[config.mk]
export PLATFORM = sky130hd
export DESIGN_NAME = cgp_chromosome_active_analysis_flat
export DESIGN_NICKNAME = d
export VERILOG_FILES = /design/src/sv/cgpa_pkg.sv /design/src/sv/cgpa_if.sv /design/src/sv/cgpa_ram.sv /design/src/sv/cgp_chromosome_active_analysis.sv /design/src/flat_wrapper.sv
export SDC_FILE = /design/constraint.sdc
export NUM_CORES = 2
export LEC_CHECK = 0
export BUFFER_PORTS_ARGS = -buffer_cell sky130_fd_sc_hd__buf_4
export CORE_MARGIN = 1
export CORE_UTILIZATION = 50
export CTS_BUF_LIST = sky130_fd_sc_hd__clkbuf_8
export CTS_CLUSTER_SIZE = 25
export DETAILED_ROUTE_END_ITERATION = 12
export PLACE_DENSITY = 0.65
export SLEW_MARGIN = 20
export SYNTH_ARGS = -nofsm -noshare
export SYNTH_HDL_FRONTEND = slang
export SYNTH_SLANG_ARGS = --single-unit
[constraint.sdc]
create_clock -name clk -period 36.5 [get_ports clk]
set_input_delay 1.825 -clock clk [delete_from_list [all_inputs] [get_ports clk]]
set_output_delay 1.825 -clock clk [all_outputs]
set_load 0.02 [all_outputs]
[src/sv/cgpa_pkg.sv]
`default_nettype none
// ----------------------------------------------------------------------------
// cgpa_pkg
// Shared types and codes for the chromosome active-node analysis block.
// ----------------------------------------------------------------------------
package cgpa_pkg;

  localparam int MAX_NODES = 64;
  localparam int MAX_INPUTS = 16;
  localparam int MAX_OUTPUTS = 8;

  typedef enum logic [1:0] {
    ACT_WRITE = 2'd0,
    ACT_ANALYSE = 2'd1,
    ACT_READ = 2'd2,
    ACT_NONE = 2'd3
  } action_t;

  typedef enum logic [2:0] {
    REG_INPUTS = 3'd0,
    REG_OUTPUTS = 3'd1,
    REG_ROWS = 3'd2,
    REG_COLUMNS = 3'd3,
    REG_LEVELS = 3'd4,
    REG_FUNCTIONS = 3'd5
  } reg_index_t;

  typedef enum logic [3:0] {
    ST_IDLE,
    ST_RDWAIT,
    ST_CHK_RD,
    ST_CHK,
    ST_CLR,
    ST_OUT_RD,
    ST_OUT_MARK,
    ST_SWEEP_RD,
    ST_SWEEP_MARK,
    ST_LIST_RD,
    ST_LIST,
    ST_OUTLIST,
    ST_RESULT
  } state_t;

endpackage
`default_nettype wire

[src/sv/cgpa_if.sv]
`default_nettype none
// ----------------------------------------------------------------------------
// cgpa_if
// Valid/ready channels: command words in, result words out, register writes.
// ----------------------------------------------------------------------------
interface cgpa_in_if;
  logic valid;
  logic ready;
  logic [1:0] action;
  logic [7:0] gene_slot;
  logic [6:0] gene_value;
  logic [7:0] list_position;
  modport source (output valid, action, gene_slot, gene_value, list_position, input ready);
  modport sink (input valid, action, gene_slot, gene_value, list_position, output ready);
endinterface

interface cgpa_out_if;
  logic valid;
  logic ready;
  logic chromosome_valid;
  logic [6:0] active_node_count;
  logic [7:0] active_gene_count;
  logic [7:0] active_gene_slot;
  logic entry_in_range;
  modport source (output valid, chromosome_valid, active_node_count, active_gene_count,
                  active_gene_slot, entry_in_range, input ready);
  modport sink (input valid, chromosome_valid, active_node_count, active_gene_count,
                active_gene_slot, entry_in_range, output ready);
endinterface

interface cgpa_cfg_if;
  logic valid;
  logic ready;
  logic [2:0] index;
  logic [6:0] data;
  modport source (output valid, index, data, input ready);
  modport sink (input valid, index, data, output ready);
endinterface
`default_nettype wire

[src/sv/cgpa_ram.sv]
`default_nettype none
// ----------------------------------------------------------------------------
// cgpa_ram
// Single-port synchronous RAM with registered read data.
// ----------------------------------------------------------------------------
module cgpa_ram #(
  parameter int WIDTH = 8,
  parameter int DEPTH = 256
) (
  input wire logic clk,
  input wire logic we,
  input wire logic [$clog2(DEPTH)-1:0] addr,
  input wire logic [WIDTH-1:0] wdata,
  output logic [WIDTH-1:0] rdata
);
  logic [WIDTH-1:0] mem [DEPTH];

  always_ff @(posedge clk) begin
    if (we) begin
      mem[addr] <= wdata;
    end
    rdata <= mem[addr];
  end
endmodule
`default_nettype wire

[src/sv/cgp_chromosome_active_analysis.sv]
`default_nettype none
// ----------------------------------------------------------------------------
// cgp_chromosome_active_analysis
// Stores a CGP chromosome, checks its genes, marks active nodes and builds
// the active gene list.
// ----------------------------------------------------------------------------
// Gene write: the next word can be taken on the next cycle after a write is accepted.
// List read: after acceptance the request passes through RDWAIT and RESULT; the result word is registered in RESULT.
// Analysis: checks every gene, clears the mark memory over its n+N entries for n inputs and N grid nodes,
// marks the active nodes and builds the active gene list; a failed check ends early.
// One word is in flight at a time. Reset sets all configuration registers to 1 and clears the
// totals; the RAM contents need no clearing.
module cgp_chromosome_active_analysis (
  input wire logic clk,
  input wire logic rst,
  cgpa_in_if.sink in_ch,
  cgpa_out_if.source out_ch,
  cgpa_cfg_if.sink cfg
);
  localparam int GDEPTH = 3 * cgpa_pkg::MAX_NODES + cgpa_pkg::MAX_OUTPUTS;
  localparam int MDEPTH = cgpa_pkg::MAX_INPUTS + cgpa_pkg::MAX_NODES;
  localparam int GA = $clog2(GDEPTH);
  localparam int MA = $clog2(MDEPTH);
  localparam int W = 16;

  cgpa_pkg::state_t state, state_next;
  logic [4:0] n_in, n_fn;
  logic [3:0] n_out;
  logic [6:0] n_rows, n_cols, lvl;
  logic [7:0] gene_total;
  logic [6:0] node_total;
  logic [W-1:0] nodes, genome;
  logic [W-1:0] idx, col, row, cnt, len;
  logic [1:0] sub;
  logic [W-1:0] lo, hi;
  logic res_ok, res_read;
  logic [7:0] res_slot;
  logic [1:0] mode;

  logic g_we;
  logic [GA-1:0] g_addr;
  logic [6:0] g_wdata, g_rdata;
  logic l_we;
  logic [GA-1:0] l_addr;
  logic [7:0] l_wdata, l_rdata;
  logic m_we;
  logic [MA-1:0] m_addr;
  logic m_wdata, m_rdata;

  cgpa_ram #(.WIDTH(7), .DEPTH(GDEPTH)) u_gene (
    .clk(clk), .we(g_we), .addr(g_addr), .wdata(g_wdata), .rdata(g_rdata));
  cgpa_ram #(.WIDTH(8), .DEPTH(GDEPTH)) u_list (
    .clk(clk), .we(l_we), .addr(l_addr), .wdata(l_wdata), .rdata(l_rdata));
  cgpa_ram #(.WIDTH(1), .DEPTH(MDEPTH)) u_mark (
    .clk(clk), .we(m_we), .addr(m_addr), .wdata(m_wdata), .rdata(m_rdata));

  assign cfg.ready = 1'b1;
  assign nodes = W'(n_rows) * W'(n_cols);
  assign genome = 16'd3 * nodes + W'(n_out);

  logic fits;
  assign fits = n_in != 0 && n_out != 0 && n_rows != 0 && n_cols != 0 && lvl != 0 &&
                n_fn != 0 && W'(n_in) <= W'(cgpa_pkg::MAX_INPUTS) &&
                W'(n_out) <= W'(cgpa_pkg::MAX_OUTPUTS) &&
                nodes <= W'(cgpa_pkg::MAX_NODES);

  assign in_ch.ready = state == cgpa_pkg::ST_IDLE && !out_ch.valid;
  logic acc;
  assign acc = in_ch.valid && in_ch.ready;

  // Gene address for each pass.
  logic [W-1:0] g_addr_w;
  always_comb begin
    g_we = 1'b0;
    g_wdata = in_ch.gene_value;
    g_addr_w = W'(in_ch.gene_slot);
    case (state)
      cgpa_pkg::ST_IDLE: begin
        g_we = acc && in_ch.action == cgpa_pkg::ACT_WRITE &&
               W'(in_ch.gene_slot) < genome && W'(in_ch.gene_slot) < W'(GDEPTH);
      end
      cgpa_pkg::ST_CHK_RD: g_addr_w = idx;
      cgpa_pkg::ST_OUT_RD: g_addr_w = 16'd3 * nodes + cnt;
      cgpa_pkg::ST_SWEEP_RD: g_addr_w = 16'd3 * (idx - W'(n_in)) + W'(sub);
      default: g_addr_w = idx;
    endcase
  end
  assign g_addr = g_addr_w[GA-1:0];

  always_comb begin
    m_we = 1'b0;
    m_wdata = 1'b1;
    m_addr = idx[MA-1:0];
    case (state)
      cgpa_pkg::ST_CLR: begin
        m_we = 1'b1;
        m_wdata = 1'b0;
      end
      cgpa_pkg::ST_OUT_MARK: begin
        m_we = 1'b1;
        m_addr = g_rdata[MA-1:0];
      end
      cgpa_pkg::ST_SWEEP_MARK: begin
        m_we = m_rdata;
        m_addr = g_rdata[MA-1:0];
      end
      default: ;
    endcase
  end

  always_comb begin
    l_we = state == cgpa_pkg::ST_LIST && mode == 2'd1 ||
           state == cgpa_pkg::ST_OUTLIST;
    l_addr = len[GA-1:0];
    l_wdata = state == cgpa_pkg::ST_OUTLIST ? 8'(16'd3 * nodes + cnt)
                                            : 8'(16'd3 * (idx - W'(n_in)) + W'(sub));
    if (state == cgpa_pkg::ST_IDLE) begin
      l_addr = in_ch.list_position[GA-1:0];
    end else if (state == cgpa_pkg::ST_RDWAIT) begin
      l_addr = res_slot[GA-1:0];
    end
  end

  // Bounds for the gene value at the current index in the check pass.
  logic [W-1:0] conn_hi, conn_lo, out_hi, out_lo;
  assign conn_hi = W'(n_in) + col * W'(n_rows) - 16'd1;
  assign conn_lo = col >= W'(lvl) ? W'(n_in) + W'(n_rows) * (col - W'(lvl)) : '0;
  assign out_hi = W'(n_in) + nodes - 16'd1;
  assign out_lo = W'(lvl) <= W'(n_cols) ? W'(n_in) + W'(n_rows) * (W'(n_cols) - W'(lvl))
                                        : '0;
  assign hi = idx < 16'd3 * nodes ? conn_hi : out_hi;
  assign lo = idx < 16'd3 * nodes ? conn_lo : out_lo;

  always_comb begin
    state_next = state;
    case (state)
      cgpa_pkg::ST_IDLE: begin
        if (acc && in_ch.action == cgpa_pkg::ACT_READ) begin
          state_next = cgpa_pkg::ST_RDWAIT;
        end else if (acc && in_ch.action == cgpa_pkg::ACT_ANALYSE) begin
          state_next = fits ? cgpa_pkg::ST_CHK_RD : cgpa_pkg::ST_RESULT;
        end
      end
      cgpa_pkg::ST_RDWAIT: state_next = cgpa_pkg::ST_RESULT;
      cgpa_pkg::ST_CHK_RD: state_next = cgpa_pkg::ST_CHK;
      cgpa_pkg::ST_CHK: begin
        state_next = cgpa_pkg::ST_CHK_RD;
        if (!res_ok) begin
          state_next = cgpa_pkg::ST_RESULT;
        end else if (idx == genome) begin
          state_next = cgpa_pkg::ST_CLR;
        end
      end
      cgpa_pkg::ST_CLR: begin
        if (idx + 16'd1 == W'(n_in) + nodes) begin
          state_next = cgpa_pkg::ST_OUT_RD;
        end
      end
      cgpa_pkg::ST_OUT_RD: state_next = cgpa_pkg::ST_OUT_MARK;
      cgpa_pkg::ST_OUT_MARK: begin
        state_next = cnt + 16'd1 == W'(n_out) ? cgpa_pkg::ST_SWEEP_RD : cgpa_pkg::ST_OUT_RD;
      end
      cgpa_pkg::ST_SWEEP_RD: begin
        state_next = idx + 16'd1 == W'(n_in) ? cgpa_pkg::ST_LIST_RD
                                             : cgpa_pkg::ST_SWEEP_MARK;
      end
      cgpa_pkg::ST_SWEEP_MARK: state_next = cgpa_pkg::ST_SWEEP_RD;
      cgpa_pkg::ST_LIST_RD: begin
        state_next = idx == W'(n_in) + nodes ? cgpa_pkg::ST_OUTLIST : cgpa_pkg::ST_LIST;
      end
      cgpa_pkg::ST_LIST: begin
        if (mode == 2'd0) begin
          if (!(m_rdata && idx >= W'(n_in))) begin
            state_next = cgpa_pkg::ST_LIST_RD;
          end
        end else if (sub == 2'd2) begin
          state_next = cgpa_pkg::ST_LIST_RD;
        end
      end
      cgpa_pkg::ST_OUTLIST: begin
        if (cnt + 16'd1 == W'(n_out)) begin
          state_next = cgpa_pkg::ST_RESULT;
        end
      end
      cgpa_pkg::ST_RESULT: state_next = cgpa_pkg::ST_IDLE;
      default: state_next = cgpa_pkg::ST_IDLE;
    endcase
  end

  always_ff @(posedge clk) begin
    if (rst) begin
      state <= cgpa_pkg::ST_IDLE;
      n_in <= 5'd1;
      n_out <= 4'd1;
      n_rows <= 7'd1;
      n_cols <= 7'd1;
      lvl <= 7'd1;
      n_fn <= 5'd1;
      gene_total <= '0;
      node_total <= '0;
      out_ch.valid <= 1'b0;
    end else begin
      state <= state_next;
      if (cfg.valid) begin
        case (cfg.index)
          cgpa_pkg::REG_INPUTS: n_in <= cfg.data[4:0];
          cgpa_pkg::REG_OUTPUTS: n_out <= cfg.data[3:0];
          cgpa_pkg::REG_ROWS: n_rows <= cfg.data;
          cgpa_pkg::REG_COLUMNS: n_cols <= cfg.data;
          cgpa_pkg::REG_LEVELS: lvl <= cfg.data;
          cgpa_pkg::REG_FUNCTIONS: n_fn <= cfg.data[4:0];
          default: ;
        endcase
      end
      if (out_ch.valid && out_ch.ready) begin
        out_ch.valid <= 1'b0;
      end
      case (state)
        cgpa_pkg::ST_IDLE: begin
          idx <= '0; col <= '0; row <= '0; sub <= '0;
          res_ok <= fits;
          res_read <= in_ch.action == cgpa_pkg::ACT_READ;
          res_slot <= in_ch.list_position;
        end
        cgpa_pkg::ST_RDWAIT: ;
        cgpa_pkg::ST_CHK_RD: ;
        cgpa_pkg::ST_CHK: begin
          if (idx < genome) begin
            if (idx < 16'd3 * nodes && sub == 2'd0) begin
              if (W'(g_rdata) > W'(n_fn) - 16'd1) res_ok <= 1'b0;
            end else if (W'(g_rdata) > hi || W'(g_rdata) < lo) begin
              res_ok <= 1'b0;
            end
          end
          idx <= idx + 16'd1;
          if (sub == 2'd2) begin
            sub <= '0;
            if (row + 16'd1 == W'(n_rows)) begin
              row <= '0; col <= col + 16'd1;
            end else begin
              row <= row + 16'd1;
            end
          end else begin
            sub <= sub + 2'd1;
          end
          if (idx == genome) begin
            idx <= '0; cnt <= '0;
          end
        end
        cgpa_pkg::ST_CLR: begin
          idx <= idx + 16'd1;
          sub <= 2'd1;
        end
        cgpa_pkg::ST_OUT_RD: ;
        cgpa_pkg::ST_OUT_MARK: begin
          cnt <= cnt + 16'd1;
          idx <= W'(n_in) + nodes - 16'd1;
        end
        cgpa_pkg::ST_SWEEP_RD: begin
          if (idx + 16'd1 == W'(n_in)) begin
            idx <= '0; len <= '0; cnt <= '0; sub <= '0; mode <= '0;
          end
        end
        cgpa_pkg::ST_SWEEP_MARK: begin
          if (!m_rdata) begin
            idx <= idx - 16'd1;
          end else if (sub == 2'd2) begin
            sub <= 2'd1; idx <= idx - 16'd1;
          end else begin
            sub <= 2'd2;
          end
        end
        cgpa_pkg::ST_LIST_RD: begin
          if (idx == W'(n_in) + nodes) begin
            node_total <= cnt[6:0]; cnt <= '0;
          end
        end
        cgpa_pkg::ST_LIST: begin
          if (mode == 2'd0) begin
            if (m_rdata) begin
              cnt <= cnt + 16'd1;
              if (idx >= W'(n_in)) mode <= 2'd1;
              else idx <= idx + 16'd1;
            end else begin
              idx <= idx + 16'd1;
            end
          end else begin
            len <= len + 16'd1;
            if (sub == 2'd2) begin
              sub <= '0; mode <= '0; idx <= idx + 16'd1;
            end else begin
              sub <= sub + 2'd1;
            end
          end
        end
        cgpa_pkg::ST_OUTLIST: begin
          len <= len + 16'd1;
          cnt <= cnt + 16'd1;
          if (cnt + 16'd1 == W'(n_out)) gene_total <= 8'(len + 16'd1);
        end
        cgpa_pkg::ST_RESULT: begin
          out_ch.valid <= 1'b1;
          out_ch.active_node_count <= node_total;
          out_ch.active_gene_count <= gene_total;
          out_ch.chromosome_valid <= !res_read && res_ok;
          out_ch.entry_in_range <= res_read && res_slot < gene_total;
          out_ch.active_gene_slot <= res_read && res_slot < gene_total ? l_rdata : '0;
        end
        default: ;
      endcase
    end
  end

  a_no_accept_busy: assert property (@(posedge clk) disable iff (rst)
    state != cgpa_pkg::ST_IDLE |-> !in_ch.ready) else $error("accept while busy");
  a_result_follows: assert property (@(posedge clk) disable iff (rst)
    state == cgpa_pkg::ST_RESULT |=> out_ch.valid) else $error("result lost");
  a_read_latency: assert property (@(posedge clk) disable iff (rst)
    state == cgpa_pkg::ST_RDWAIT |=> state == cgpa_pkg::ST_RESULT) else $error("read path");
endmodule
`default_nettype wire
[src/flat_wrapper.sv]
// flat-port wrapper written by rule: the top's interface ports become plain ports
module cgp_chromosome_active_analysis_flat 
  (clk, rst, in_ch_valid, in_ch_action, in_ch_gene_slot, in_ch_gene_value, in_ch_list_position, in_ch_ready, out_ch_valid, out_ch_chromosome_valid, out_ch_active_node_count, out_ch_active_gene_count, out_ch_active_gene_slot, out_ch_entry_in_range, out_ch_ready, cfg_valid, cfg_index, cfg_data, cfg_ready);
  cgpa_in_if in_ch_i ();
  cgpa_out_if out_ch_i ();
  cgpa_cfg_if cfg_i ();
  input wire logic clk;
  input wire logic rst;
  input wire logic [$bits(in_ch_i.valid)-1:0] in_ch_valid;
  input wire logic [$bits(in_ch_i.action)-1:0] in_ch_action;
  input wire logic [$bits(in_ch_i.gene_slot)-1:0] in_ch_gene_slot;
  input wire logic [$bits(in_ch_i.gene_value)-1:0] in_ch_gene_value;
  input wire logic [$bits(in_ch_i.list_position)-1:0] in_ch_list_position;
  output wire logic [$bits(in_ch_i.ready)-1:0] in_ch_ready;
  output wire logic [$bits(out_ch_i.valid)-1:0] out_ch_valid;
  output wire logic [$bits(out_ch_i.chromosome_valid)-1:0] out_ch_chromosome_valid;
  output wire logic [$bits(out_ch_i.active_node_count)-1:0] out_ch_active_node_count;
  output wire logic [$bits(out_ch_i.active_gene_count)-1:0] out_ch_active_gene_count;
  output wire logic [$bits(out_ch_i.active_gene_slot)-1:0] out_ch_active_gene_slot;
  output wire logic [$bits(out_ch_i.entry_in_range)-1:0] out_ch_entry_in_range;
  input wire logic [$bits(out_ch_i.ready)-1:0] out_ch_ready;
  input wire logic [$bits(cfg_i.valid)-1:0] cfg_valid;
  input wire logic [$bits(cfg_i.index)-1:0] cfg_index;
  input wire logic [$bits(cfg_i.data)-1:0] cfg_data;
  output wire logic [$bits(cfg_i.ready)-1:0] cfg_ready;
  assign in_ch_i.valid = in_ch_valid;
  assign in_ch_i.action = in_ch_action;
  assign in_ch_i.gene_slot = in_ch_gene_slot;
  assign in_ch_i.gene_value = in_ch_gene_value;
  assign in_ch_i.list_position = in_ch_list_position;
  assign in_ch_ready = in_ch_i.ready;
  assign out_ch_valid = out_ch_i.valid;
  assign out_ch_chromosome_valid = out_ch_i.chromosome_valid;
  assign out_ch_active_node_count = out_ch_i.active_node_count;
  assign out_ch_active_gene_count = out_ch_i.active_gene_count;
  assign out_ch_active_gene_slot = out_ch_i.active_gene_slot;
  assign out_ch_entry_in_range = out_ch_i.entry_in_range;
  assign out_ch_i.ready = out_ch_ready;
  assign cfg_i.valid = cfg_valid;
  assign cfg_i.index = cfg_index;
  assign cfg_i.data = cfg_data;
  assign cfg_ready = cfg_i.ready;
  cgp_chromosome_active_analysis u_core (.clk(clk), .rst(rst), .in_ch(in_ch_i), .out_ch(out_ch_i), .cfg(cfg_i));
endmodule
==> results by group <==
Final layout
  – Post-route core utilization: 0.551
  – Area Growth Syn to Fin: 9.54%
  – Layout cells sized above 1: 0.137
  – Nets@finish: ~11000

Synthesis
  – Syn Nets: ~11000
  – Number of synthesized register bits: approximately 3300
  – Count leader, synth: edfxtp_1
  – Register area share after synthesis: 0.656
  – Area leader, netlist: edfxtp_1
  – Synth cell types: around 110
  – Top cell type's share of synthesized area: 0.646
  – Asr flop ratio synth: 0
  – Cell Area, Synth: roughly 150000 µm²
  – Post-synth EDFFs: 3190
  – Top cells by area, synth: edfxtp_1 65%, mux4_2 6.1%, nand2_1 4.7%, fa_1 2.7%, nand3_1 2.4%
  – Post-synthesis instance total: 10600
  – Synth top cells by count: 3190 x edfxtp_1, 1874 x nand2_1, 725 x nand3_1, 531 x nor2_1, 400 x mux4_2
  – Avg Cell Area, Syn: 14.0 µm²
  – Yosys Warn Count: 0
  – Synth Flop Type: edfxtp_1

Global route
  – Initial antenna violation count: 10
  – Largest net degree at the start of global routing: around 200
  – Vias in the first global route: just over 90000
  – First-pass GRT wire length: between 500000 and 600000 µm
  – Remaining global-route overflow: 0
  – GRT Total Usage: 0.258

Die
  – Die footprint: between 200000 and 300000 µm²
  – Die Ht: ~550 µm
  – Row cnt: approximately 200
  – # IOs: 68
  – Core area: a little under 300000 µm²
  – Initial Utilization: 0.503
  – Chip width: 547 µm

Routing
  – Top Layer Used: met5
  – Avg WL per Cell: 26.0 µm
  – WL met1: 159000 µm
  – Remaining DRCs: 2
  – Routed WL: 391000 µm
  – DRT Pass-1 Iters: 12
  – Drt via density: ~6
  – Via count: between 90000 and 100k
  – Post-route antenna net violation count: 0
  – Met2 WL: roughly 190000 µm
  – Number of DRC markers in iteration 0: approximately 10000
  – Met3 WL post-DR: 32700 µm

Run status
  – Failing checks: DRC
  – Status: complete, but fails checks

Clocking
  – Max clock buf depth: 4
  – Clk slew on worst S/H paths: around 0.06 ns
  – Root Driver: clkbuf_8
  – # Post-CTS Setup Buffers: 0
  – Clk_lat worst skew: approximately 1.2 ns
  – CTS Sinks: approximately 3300
  – CTS H-tree lvls: 6
  – CTS tree: yes
  – CTS Hold Bufs: 0
  – CTS buffer count: 540
  – Post-CTS Resized: 0

Timing
  – Endpoints failing hold: 0
  – Least-Margin Pin Slew: ~1.3 ns
  – Clock Skew: ~0.09 ns
  – Worst slew margin: 0.162
  – Setup TNS: 0 ns
  – Fmax achieved: 99.2 MHz
  – Hold WS: roughly 0.44 ns
  – RSZ-0062 raised after global routing: false
  – Final min period: slightly above 10 ns
  – Final worst setup slack: between 20 and 30 ns
  – Final setup viols: 0
  – Final max-slew violation count: 0
  – Tcrit/Tclk final: 0.276

Flow run
  – Maxcap violations: 0

Critical path
  – Worst endpoint required time: 37.26 ns
  – RR Startpoint: u_core.n_rows[3]
  – Worst R2R Path Depth: 25
  – Max FO, Critical Path: 56
  – Arr. time, crit path: roughly 11 ns
  – Critical Path Source: u_core.n_rows[3]
  – Crit start category: flip-flop
  – Crit. End Element: flip-flop
  – Crit Path Class: flip-flop to flip-flop

Worst hold path
  – Worst hold start: u_core.node_total[4]
  – Hold Crit Class: flip-flop to flip-flop
  – Hold depth: 0

Place
  – Setup WS pre-CTS: 26.61 ns
  – Post-DP HPWL: around 240000 µm
  – GP Congestion: slightly above 0.9
  – Port bufs: 66
state kept, by name (all words and copies together) (netlist names), 8 cells and up:
name	cells
u_core.u_list.mem	1600
u_core.u_gene.mem	1400
u_core.u_mark.mem	80
u_core.cnt	16
u_core.col	16
u_core.idx	16
u_core.row	16
u_core.gene_total	8
u_core.len	8
u_core.out_ch.active_gene_count	8
u_core.out_ch.active_gene_slot	8
u_core.res_slot	8
u_core.u_list.rdata	8
worst paths after layout:
| kind | end | slack [ns] |
|---|---|---|
| setup / recovery | u_core.u_gene.mem[128][2] | 26.42 |
| hold / removal | u_core.out_ch.active_node_count[4] | 0.44 |
| setup reg to reg | u_core.u_gene.mem[128][2] | 26.42 |
| hold reg to reg | u_core.out_ch.active_node_count[4] | 0.44 |
area by class of cell:
class | instances | area (µm²)
fill | 23600 | 132000
sequential | 3261 | 97200
multi-input combinational | 6366 | 47200
clock buffer | 550 | 7570
tap | 3919 | 4900
clock inverter | 406 | 2390
timing repair buffer | 218 | 1870
inverter | 319 | 1200
antenna | 9 | 22.5
critical path: stages, from the launching register on:
cell and delay, ns:
dfxtp_1 0.69, buf_4 0.45, nand2_1 0.15, fa_1 0.52, fa_1 0.50, inv_1 0.05, fa_1 0.44, ha_1 0.29
ha_1 0.23, or2_2 0.29, o221ai_1 0.25, a21o_1 0.20, xor2_1 0.31, inv_1 0.11, ha_1 0.35, inv_1 0.11
o31ai_2 0.34, a21oi_1 0.12, o21ai_0 0.29, xnor2_1 0.27, or4_4 0.62, a211oi_4 0.27, buf_4 0.68, buf_4 0.90
buf_4 0.77, nor3_1 0.33
metrics by stage:
step / std cells / instance area [µm²]
after floorplan: 10600 / 148000
after global placement: 14100 / 152000
after detailed placement: 14100 / 152000
after CTS: 15000 / 162000
after global routing: 15000 / 162000
final: 15000 / 162000
cell usage in the layout (no fill, tap or decap), types with 130 or more instances in the layout:
master,count
and2_1,156
nor2_1,529
nor3_2,130
fa_1,201
clkbuf_8,550
a211oi_1,143
ha_1,281
a31oi_1,161
a21oi_1,141
and3_1,153
nand2_1,1865
mux2i_1,191
mux4_2,400
inv_1,499
nand3_1,721
xnor2_1,138
edfxtp_1,3190
buf_4,195
logic make-up (layout without fill, tap and decap cells):
family,Yosys count,count (layout),synth area share
and+or+nand+nor,4003,4003,0.125
AOI/OAI and AO/OA,1019,1019,0.0486
DFF,3261,3261,0.656
other,1,10,0.0000253
adders and majority gates,482,482,0.0508
xor gates and xnor gates,259,259,0.0163
muxes,602,602,0.0745
buffers and inverters,966,1493,0.0289
layer usage:
layer / vias up / track usage
li1: 39900 / -
met1: 46100 / 0.356
met2: 4396 / 0.416
met3: 737 / 0.0446
met4: 4 / 0.0904
met5: - / 0
Power is left out: the tool's default activity adds up to more than one toggle a clock period on the data nets, which glitch-free logic cannot reach.
